[src/rtl/core/sba_pkg.sv]
// shared constants, codes and control structs of the slab block allocator
package sba_pkg;

  localparam int MAX_SLABS_DEF  = 16;
  localparam int MAX_BLOCKS_DEF = 256;

  localparam int OP_W     = 2;
  localparam int ADDR_W   = 32;
  localparam int LEN_W    = 32;
  localparam int STAT_W   = 3;
  localparam int TOTAL_W  = 13;
  localparam int BS_W     = 16;
  localparam int HDR_W    = 8;
  localparam int PADDR_W  = 3;
  localparam int PDATA_W  = 32;

  localparam logic [OP_W-1:0] OP_GROW  = 2'd0;
  localparam logic [OP_W-1:0] OP_ALLOC = 2'd1;
  localparam logic [OP_W-1:0] OP_FREE  = 2'd2;

  localparam logic [STAT_W-1:0] ST_OK       = 3'd0;
  localparam logic [STAT_W-1:0] ST_OOM      = 3'd1;
  localparam logic [STAT_W-1:0] ST_FULL     = 3'd2;
  localparam logic [STAT_W-1:0] ST_BADLEN   = 3'd3;
  localparam logic [STAT_W-1:0] ST_NOTFOUND = 3'd4;
  localparam logic [STAT_W-1:0] ST_OVERFREE = 3'd5;

  localparam logic [BS_W-1:0]    BS_RST    = 16'd8;
  localparam logic [HDR_W-1:0]   HDR_RST   = 8'd24;
  localparam logic [TOTAL_W-1:0] TOTAL_MAX = '1;

  // register index, taken from the word address of the config port
  localparam logic REG_BLOCK_SIZE   = 1'b0;
  localparam logic REG_HEADER_BYTES = 1'b1;

  typedef struct packed {
    logic              accept;
    logic              div_start;
    logic              q_cap;
    logic              g_mul;
    logic              g_base;
    logic              fill_wr;
    logic              g_commit;
    logic              idx_dec;
    logic              a_pop;
    logic              a_rd;
    logic              f_mul;
    logic              f_push;
    logic              st_load;
    logic [STAT_W-1:0] st_code;
    logic              out_load;
  } sba_cmd_t;

  typedef struct packed {
    logic [OP_W-1:0] op;
    logic            full;
    logic            bad_len;
    logic            no_slabs;
    logic            addr_zero;
    logic            div_done;
    logic            q_zero;
    logic            fill_last;
    logic            free_nz;
    logic            idx_zero;
    logic            in_range;
    logic            over;
    logic            out_free;
  } sba_flags_t;

endpackage

[src/rtl/core/sba_ctrl.sv]
// sequencing state machine of the slab block allocator
module sba_ctrl import sba_pkg::*; (
  input  logic       clk,
  input  logic       rst_n,
  input  logic       in_valid,
  output logic       in_ready,
  input  sba_flags_t flags,
  output sba_cmd_t   cmd
);

  localparam logic [3:0] S_IDLE  = 4'd0;
  localparam logic [3:0] S_DISP  = 4'd1;
  localparam logic [3:0] S_DIV   = 4'd2;
  localparam logic [3:0] S_GCHK  = 4'd3;
  localparam logic [3:0] S_GMUL  = 4'd4;
  localparam logic [3:0] S_GADD  = 4'd5;
  localparam logic [3:0] S_GFILL = 4'd6;
  localparam logic [3:0] S_GCOM  = 4'd7;
  localparam logic [3:0] S_ASCAN = 4'd8;
  localparam logic [3:0] S_APOP  = 4'd9;
  localparam logic [3:0] S_ARD   = 4'd10;
  localparam logic [3:0] S_FMUL  = 4'd11;
  localparam logic [3:0] S_FCMP  = 4'd12;
  localparam logic [3:0] S_FPUSH = 4'd13;
  localparam logic [3:0] S_FIN   = 4'd14;

  logic [3:0] state_r, state_nxt;

  // no transfer is taken while reset is held
  assign in_ready = rst_n && (state_r == S_IDLE);

  always_comb begin
    state_nxt = state_r;
    cmd       = '0;
    unique case (state_r)
      S_IDLE: begin
        if (in_valid && rst_n) begin
          cmd.accept = 1'b1;
          state_nxt  = S_DISP;
        end
      end
      S_DISP: begin
        state_nxt = S_FIN;
        cmd.st_load = 1'b1;
        cmd.st_code = ST_OK;
        unique case (flags.op)
          OP_GROW: begin
            if (flags.full) begin
              cmd.st_code = ST_FULL;
            end else if (flags.bad_len) begin
              cmd.st_code = ST_BADLEN;
            end else begin
              cmd.st_load   = 1'b0;
              cmd.div_start = 1'b1;
              state_nxt     = S_DIV;
            end
          end
          OP_ALLOC: begin
            if (flags.no_slabs) begin
              cmd.st_code = ST_OOM;
            end else begin
              cmd.st_load = 1'b0;
              state_nxt   = S_ASCAN;
            end
          end
          OP_FREE: begin
            if (flags.addr_zero) begin
              cmd.st_code = ST_OK;
            end else if (flags.no_slabs) begin
              cmd.st_code = ST_NOTFOUND;
            end else begin
              cmd.st_load = 1'b0;
              state_nxt   = S_FMUL;
            end
          end
          default: cmd.st_code = ST_OK;
        endcase
      end
      S_DIV: begin
        if (flags.div_done) state_nxt = S_GCHK;
      end
      S_GCHK: begin
        if (flags.q_zero) begin
          cmd.st_load = 1'b1;
          cmd.st_code = ST_BADLEN;
          state_nxt   = S_FIN;
        end else begin
          cmd.q_cap = 1'b1;
          state_nxt = S_GMUL;
        end
      end
      S_GMUL: begin
        cmd.g_mul = 1'b1;
        state_nxt = S_GADD;
      end
      S_GADD: begin
        cmd.g_base = 1'b1;
        state_nxt  = S_GFILL;
      end
      S_GFILL: begin
        cmd.fill_wr = 1'b1;
        if (flags.fill_last) state_nxt = S_GCOM;
      end
      S_GCOM: begin
        cmd.g_commit = 1'b1;
        cmd.st_load  = 1'b1;
        cmd.st_code  = ST_OK;
        state_nxt    = S_FIN;
      end
      S_ASCAN: begin
        if (flags.free_nz) begin
          state_nxt = S_APOP;
        end else if (flags.idx_zero) begin
          cmd.st_load = 1'b1;
          cmd.st_code = ST_OOM;
          state_nxt   = S_FIN;
        end else begin
          cmd.idx_dec = 1'b1;
        end
      end
      S_APOP: begin
        cmd.a_pop = 1'b1;
        state_nxt = S_ARD;
      end
      S_ARD: begin
        cmd.a_rd    = 1'b1;
        cmd.st_load = 1'b1;
        cmd.st_code = ST_OK;
        state_nxt   = S_FIN;
      end
      S_FMUL: begin
        cmd.f_mul = 1'b1;
        state_nxt = S_FCMP;
      end
      S_FCMP: begin
        if (flags.in_range) begin
          if (flags.over) begin
            cmd.st_load = 1'b1;
            cmd.st_code = ST_OVERFREE;
            state_nxt   = S_FIN;
          end else begin
            state_nxt = S_FPUSH;
          end
        end else if (flags.idx_zero) begin
          cmd.st_load = 1'b1;
          cmd.st_code = ST_NOTFOUND;
          state_nxt   = S_FIN;
        end else begin
          cmd.idx_dec = 1'b1;
          state_nxt   = S_FMUL;
        end
      end
      S_FPUSH: begin
        cmd.f_push  = 1'b1;
        cmd.st_load = 1'b1;
        cmd.st_code = ST_OK;
        state_nxt   = S_FIN;
      end
      S_FIN: begin
        if (flags.out_free) begin
          cmd.out_load = 1'b1;
          state_nxt    = S_IDLE;
        end
      end
      default: state_nxt = S_IDLE;
    endcase
  end

  always_ff @(posedge clk) begin
    if (!rst_n) begin
      state_r <= S_IDLE;
    end else begin
      state_r <= state_nxt;
    end
  end

endmodule

[config.mk]
export PLATFORM = sky130hd
export DESIGN_NAME = sba_ctrl
export DESIGN_NICKNAME = d
export VERILOG_FILES = /design/src/rtl/core/sba_pkg.sv /design/src/rtl/core/sba_ctrl.sv
export SDC_FILE = /design/constraint.sdc
export NUM_CORES = 1
export LEC_CHECK = 0
export BUFFER_PORTS_ARGS = -buffer_cell sky130_fd_sc_hd__buf_2
export CORE_MARGIN = 2
export CORE_UTILIZATION = 45
export DETAILED_ROUTE_END_ITERATION = 12
export MAX_ROUTING_LAYER = met4
export PLACE_DENSITY = 0.88
export SYNTH_ARGS = -nofsm -noshare
export SYNTH_HDL_FRONTEND = slang
export SYNTH_SLANG_ARGS = --single-unit
export TNS_END_PERCENT = 100
[constraint.sdc]
create_clock -name clk -period 2.1 [get_ports clk]
set_input_delay 0.105 -clock clk [delete_from_list [all_inputs] [get_ports clk]]
set_output_delay 0.105 -clock clk [all_outputs]
set_load 0.03 [all_outputs]
==> results of run 1 <==
## path summary, 6_finish.rpt
check / start / to / slack [ns] / depth (start not counted)
worst max-delay path: state_r[0] / cmd[1] / 0.12 / 5
worst min register to register: state_r[2] / state_r[2] / 0.73 / 2
worst min-delay path: rst_n / state_r[1] / 0.20 / 3
worst max register to register: state_r[2] / state_r[2] / 0.36 / 4
## cell type report
class                           instances  area, um^2  share of cell area
Multi-Input combinational cell         97         608               0.643
Inverter                                5        18.8              0.0198
Sequential cell                         4        82.6              0.0873
Clock buffer                            3        22.5              0.0238
Tap cell                               17        21.3              0.0225
Timing Repair Buffer                   37         193               0.204
## kinds of logic after synthesis
logic type / share of synthesized area
AND/OR/NAND/NOR: 0.408
AO/OA/AOI/OAI: 0.281
buffers and inverters: 0.117
adder cells (fa/ha/maj): 0.0642
flip-flops: 0.103
multiplexers: 0.0273
## cell usage in the layout (no fill, tap or decap), types with 2 or more instances in the layout
master    synthesis  routed
a31oi_1           3       3
nand3_1           3       3
dfxtp_1           4       2
inv_1             5       5
a211oi_1          2       2
buf_4             0       3
nor2b_1           3       3
buf_2             4      34
dfxtp_2           0       2
ha_1              4       4
o21ai_0           7       7
o22ai_1           2       2
nor4_1            5       5
nand2_1           7       7
o21ai_1           2       2
nand2b_1          7       7
nor3_1            7       7
a311oi_1          3       3
a21oi_1           2       2
clkbuf_4          0       3
o41ai_1           3       3
nor2_1           19      19
## metal layers
layer / vias up / wire length [um] / GRT usage
li1: 492 / - / -
met1: 465 / 860 / 0.247
met2: 59 / 1160 / 0.394
met3: 4 / 214 / 0.0437
met4: 0 / 21 / 0.0706
met5: - / 0 / -
## cell usage after synthesis (4+ instances only)
cell and number:
nor4_1 5, o21ai_0 7, nand2b_1 7, nor2_1 19, dfxtp_1 4, inv_1 5, ha_1 4, buf_2 4
nor3_1 7, nand2_1 7, clkbuf_1 4
## power by group through the flow
| stage | Combinational (mW) | Clock [mW] | Sequential, mW |
|---|---|---|---|
| CTS | 0.613 | 0.100 | 0.183 |
| finish | 0.619 | 0.101 | 0.189 |
| floorplan | 0.587 | 0 | 0.114 |
| global route | 0.674 | 0.104 | 0.198 |
| detailed placement | 0.612 | 0 | 0.184 |
| global placement | 0.599 | 0 | 0.182 |
## worst max-delay path: cells and delay by family, from the launching register on
| kind | cells | cell delay (ns) |
|---|---|---|
| AND/OR/NAND/NOR | 2 | 0.37 |
| AO/OA/AOI/OAI | 2 | 0.61 |
| buffers and inverters | 1 | 0.19 |
| flip-flops | 1 | 0.46 |
## metrics by stage
step            util  area (um^2)  total power [mW]  worst slack, ns
2_1_floorplan      -          779             0.701            0.107
3_3_place_gp   0.551          921             0.780            0.386
3_5_place_dp   0.551          921             0.795            0.200
4_1_cts        0.565          943             0.895           0.0943
5_1_grt        0.566          946             0.976           0.0243
6_report       0.566          946             0.910            0.122
==> flow_metrics.tcl, run 1 <==
set metrics [dict create \
    drt-vias-per-instance 6.26 \
    ctsResizeCount 0 \
    instances_no_fill 163 \
    switching_power_mw 0.511 \
    final_hold_viol_count 0 \
    powerDensity_nw_per_um2 962 \
    cpMaxStageDelayCell "a2111oi_0" \
    synth_area_leaders "dfxtp_1, nor2_1, ha_1, nand2b_1, nor3_1" \
    status "completed" \
    vdd_drop_max_mv 0.411 \
    syn-cell-area_um2 779 \
    setup.worst_path.start_class "flop" \
    cp.arrival_ns 1.87 \
    vias 1020 \
    io_pins 35 \
    tns_ns 0 \
    maxCapViolCount 0 \
    largest_reg_flops 4 \
    track_usage 0.223 \
    tightest_slew_ns 0.521 \
    p_int_mw 0.399 \
    finalCritPeriodShare 0.942 \
    overflow 0 \
    routed_wl_um 2260 \
    async_flop_share 0 \
    criticalPathCategory "reg2out" \
    grt_max_degree 20 \
    wire_per_inst_um 13.9 \
    clock_sinks 4 \
    synthesis.instances 118 \
    syn_avg_cell_area_um2 6.61 \
    rows 15 \
    tritoncts "yes" \
    hold_class "in2reg" \
    netlist.area_leader.share 0.103 \
    dr.pass1.iters 4 \
    worstPathCellList "nand2b_1, a2111oi_0, a31oi_1, nand2_1, buf_2" \
    hold_slack_ns 0.197 \
    place_congestion 0.937 \
    hold_buffers 0 \
    yosysWarnings 0 \
    dpl.cell_count 160 \
    synth_largest_area_cell "dfxtp_1" \
    yosys.cell_types.count 40 \
    swShare 0.561 \
    route.detailed.drc 0 \
    grt_pass1_vias 880 \
    cp-end-kind "output pin" \
    clock_skew_ns 0.00486 \
    ant_nets 0 \
    clock_latency_ns 0.24 \
    fin_crit_ns 1.98 \
    cp_max_fo 10 \
    p_leak_nw 0.425 \
    fmax_mhz 506 \
    num_antenna_cells 0 \
    numCtsBuffers 3 \
    synth.net_count 139 \
    cts-root-buf "clkbuf_4" \
    maxSlewViolCount 0 \
    ys_seq_area_frac 0.103 \
    cts.htree.levels 1 \
    relSlewSlack 0.652 \
    setup_violations 0 \
    rsz0062_at_grt "false" \
    die_w_um 45.6 \
    portBuffers 34 \
    start_util 0.467 \
    comb_power_share 0.681 \
    dp.final_hpwl_um 1800 \
    clockBufferDepth 2 \
    crit_required_ns 2.00 \
    synth_edf_count 0 \
    coreArea_um2 1670 \
    cts_setup_buffers 0 \
    path_clk_slew_ns 0.04 \
    synthFlopType "dfxtp_1" \
    fillers 163 \
    regMostFlops "state_r" \
    die-area_um2 2080 \
    syn_to_final_growth_pct 21.3 \
    max_stage_delay_ns 0.52 \
    p_seq_frac 0.208 \
    reg_top3 "state_r x4" \
    ys_seq_elements 4 \
    die_y_um 45.6 \
    grt_pass1_wl_um 3400 \
    drive_gt1_frac 0.315 \
    fin_nets 169 \
    p_clk_frac 0.111 \
    drt_iter0_drc 56 \
    grt_antenna_before_repair 0 \
]
Power figures use the tool's default switching activity.
==> run 2: changes to the inputs <==
--- a/config.mk
+++ b/config.mk
@@ -10,7 +10,8 @@
 export CORE_UTILIZATION = 45
 export DETAILED_ROUTE_END_ITERATION = 12
 export MAX_ROUTING_LAYER = met4
-export PLACE_DENSITY = 0.88
+export PLACE_DENSITY = 0.83
+export SLEW_MARGIN = 20
 export SYNTH_ARGS = -nofsm -noshare
 export SYNTH_HDL_FRONTEND = slang
 export SYNTH_SLANG_ARGS = --single-unit
==> flow_metrics.tcl, run 2 (synthesis gave the netlist of run 1 again) <==
set metrics [dict create \
    route.detailed.drc 1 \
    cts-root-buf "clkbuf_4" \
    rsz0062_at_grt "false" \
    cp-end-kind "output pin" \
    fin_crit_ns 1.93 \
    p_leak_nw 0.430 \
    clock_latency_ns 0.24 \
    ant_nets 0 \
    ctsResizeCount 0 \
    clock_skew_ns 0.00596 \
    finalCritPeriodShare 0.918 \
    tightest_slew_ns 0.495 \
    path_clk_slew_ns 0.04 \
    regMostFlops "state_r" \
    syn_to_final_growth_pct 22.2 \
    drive_gt1_frac 0.306 \
    violations "design-rule violations" \
    grt_max_degree 17 \
    cp_max_fo 10 \
    status "finished with violations" \
    hold_buffers 0 \
    overflow 0 \
    track_usage 0.222 \
    fillers 182 \
    rows 15 \
    final_area_um2 952 \
    clockBufferDepth 2 \
    maxCapViolCount 0 \
    hold_slack_ns 0.151 \
    reg_top3 "state_r x4" \
    dpl-instance-area_um2 928 \
    clock_sinks 4 \
    cp.arrival_ns 1.82 \
    die_w_um 45.6 \
    vdd_drop_max_mv 0.387 \
    grt_pass1_vias 805 \
    final_hold_viol_count 0 \
    numCtsBuffers 3 \
    relSlewSlack 0.670 \
    vias 986 \
    dr.pass1.iters 8 \
    layout_common_cells "buf_2, nor2_1" \
    drt_iter0_drc 20 \
    fmax_mhz 518 \
    coreArea_um2 1670 \
    maxSlewViolCount 0 \
    fin_nets 170 \
    hold_class "in2reg" \
    dpl.cell_count 161 \
    criticalPathCategory "reg2out" \
    tritoncts "yes" \
    largest_reg_flops 4 \
    grt_antenna_before_repair 0 \
    layout_commonest_cell "buf_2" \
    io_pins 35 \
    setup.worst_path.start_class "flop" \
    die_y_um 45.6 \
    instances_no_fill 164 \
    place_congestion 0.932 \
    start_util 0.467 \
    powerDensity_nw_per_um2 963 \
    portBuffers 34 \
    tns_ns 0 \
    wire_per_inst_um 13.7 \
    cts.htree.levels 1 \
    drt-vias-per-instance 6.01 \
    fin_util 0.570 \
    setup_violations 0 \
    grt_pass1_wl_um 3280 \
    routed_wl_um 2240 \
    crit_required_ns 2.00 \
    cts_setup_buffers 0 \
    num_antenna_cells 0 \
    dp.final_hpwl_um 1770 \
    die-area_um2 2080 \
]
-- run 2: cell types whose count changed in the layout (fill, tap and decap cells not counted), sizes merged --
cell and delta:
buf +1
-- run 2: worst max-delay path, stage by stage (launching register included) --
cell and delay (ns):
dfxtp_1 0.40, nand2b_1 0.30, or4_4 0.55, o41ai_1 0.08, buf_2 0.25
-- run 2: final timing paths --
check | start | endpoint | slack (ns) | cells past startpoint
max | state_r[0] | cmd[9] | 0.17 | 4
min reg2reg | state_r[0] | state_r[3] | 0.71 | 2
min | rst_n | state_r[1] | 0.15 | 3
max reg2reg | state_r[0] | state_r[0] | 0.37 | 4
-- run 2: cell type report --
type / count / area [um^2] / area share
repair buffers: 38 / 200 / 0.210
inverters: 5 / 18.8 / 0.0197
well taps: 17 / 21.3 / 0.0223
flip-flops and latches: 4 / 80.1 / 0.0841
multi-input cells: 97 / 609 / 0.640
clock buffers: 3 / 22.5 / 0.0237
-- run 2: through the flow --
| stage | setup WS, ns | power [mW] |
|---|---|---|
| 2_1_floorplan | 0.107 | 0.701 |
| 3_3_place_gp | 0.436 | 0.797 |
| 3_5_place_dp | 0.330 | 0.805 |
| 4_1_cts | 0.131 | 0.910 |
| 5_1_grt | 0.0167 | 0.982 |
| 6_report | 0.171 | 0.917 |
-- run 2: layer usage --
layer | GRT usage | vias to the layer above | part of all wire | routed length, um
met4 | 0.124 | 0 | 0.013 | 30
met2 | 0.380 | 28 | 0.53 | 1190
met5 | - | - | 0 | 0
met1 | 0.258 | 459 | 0.43 | 958
li1 | - | 495 | - | -
met3 | 0.00397 | 4 | 0.031 | 70
-- run 2: power by group --
part	switching [mW]	total (mW)	internal [mW]
clock	0.0363	0.101	0.0643
combinational	0.410	0.646	0.236
sequential	0.0653	0.170	0.104
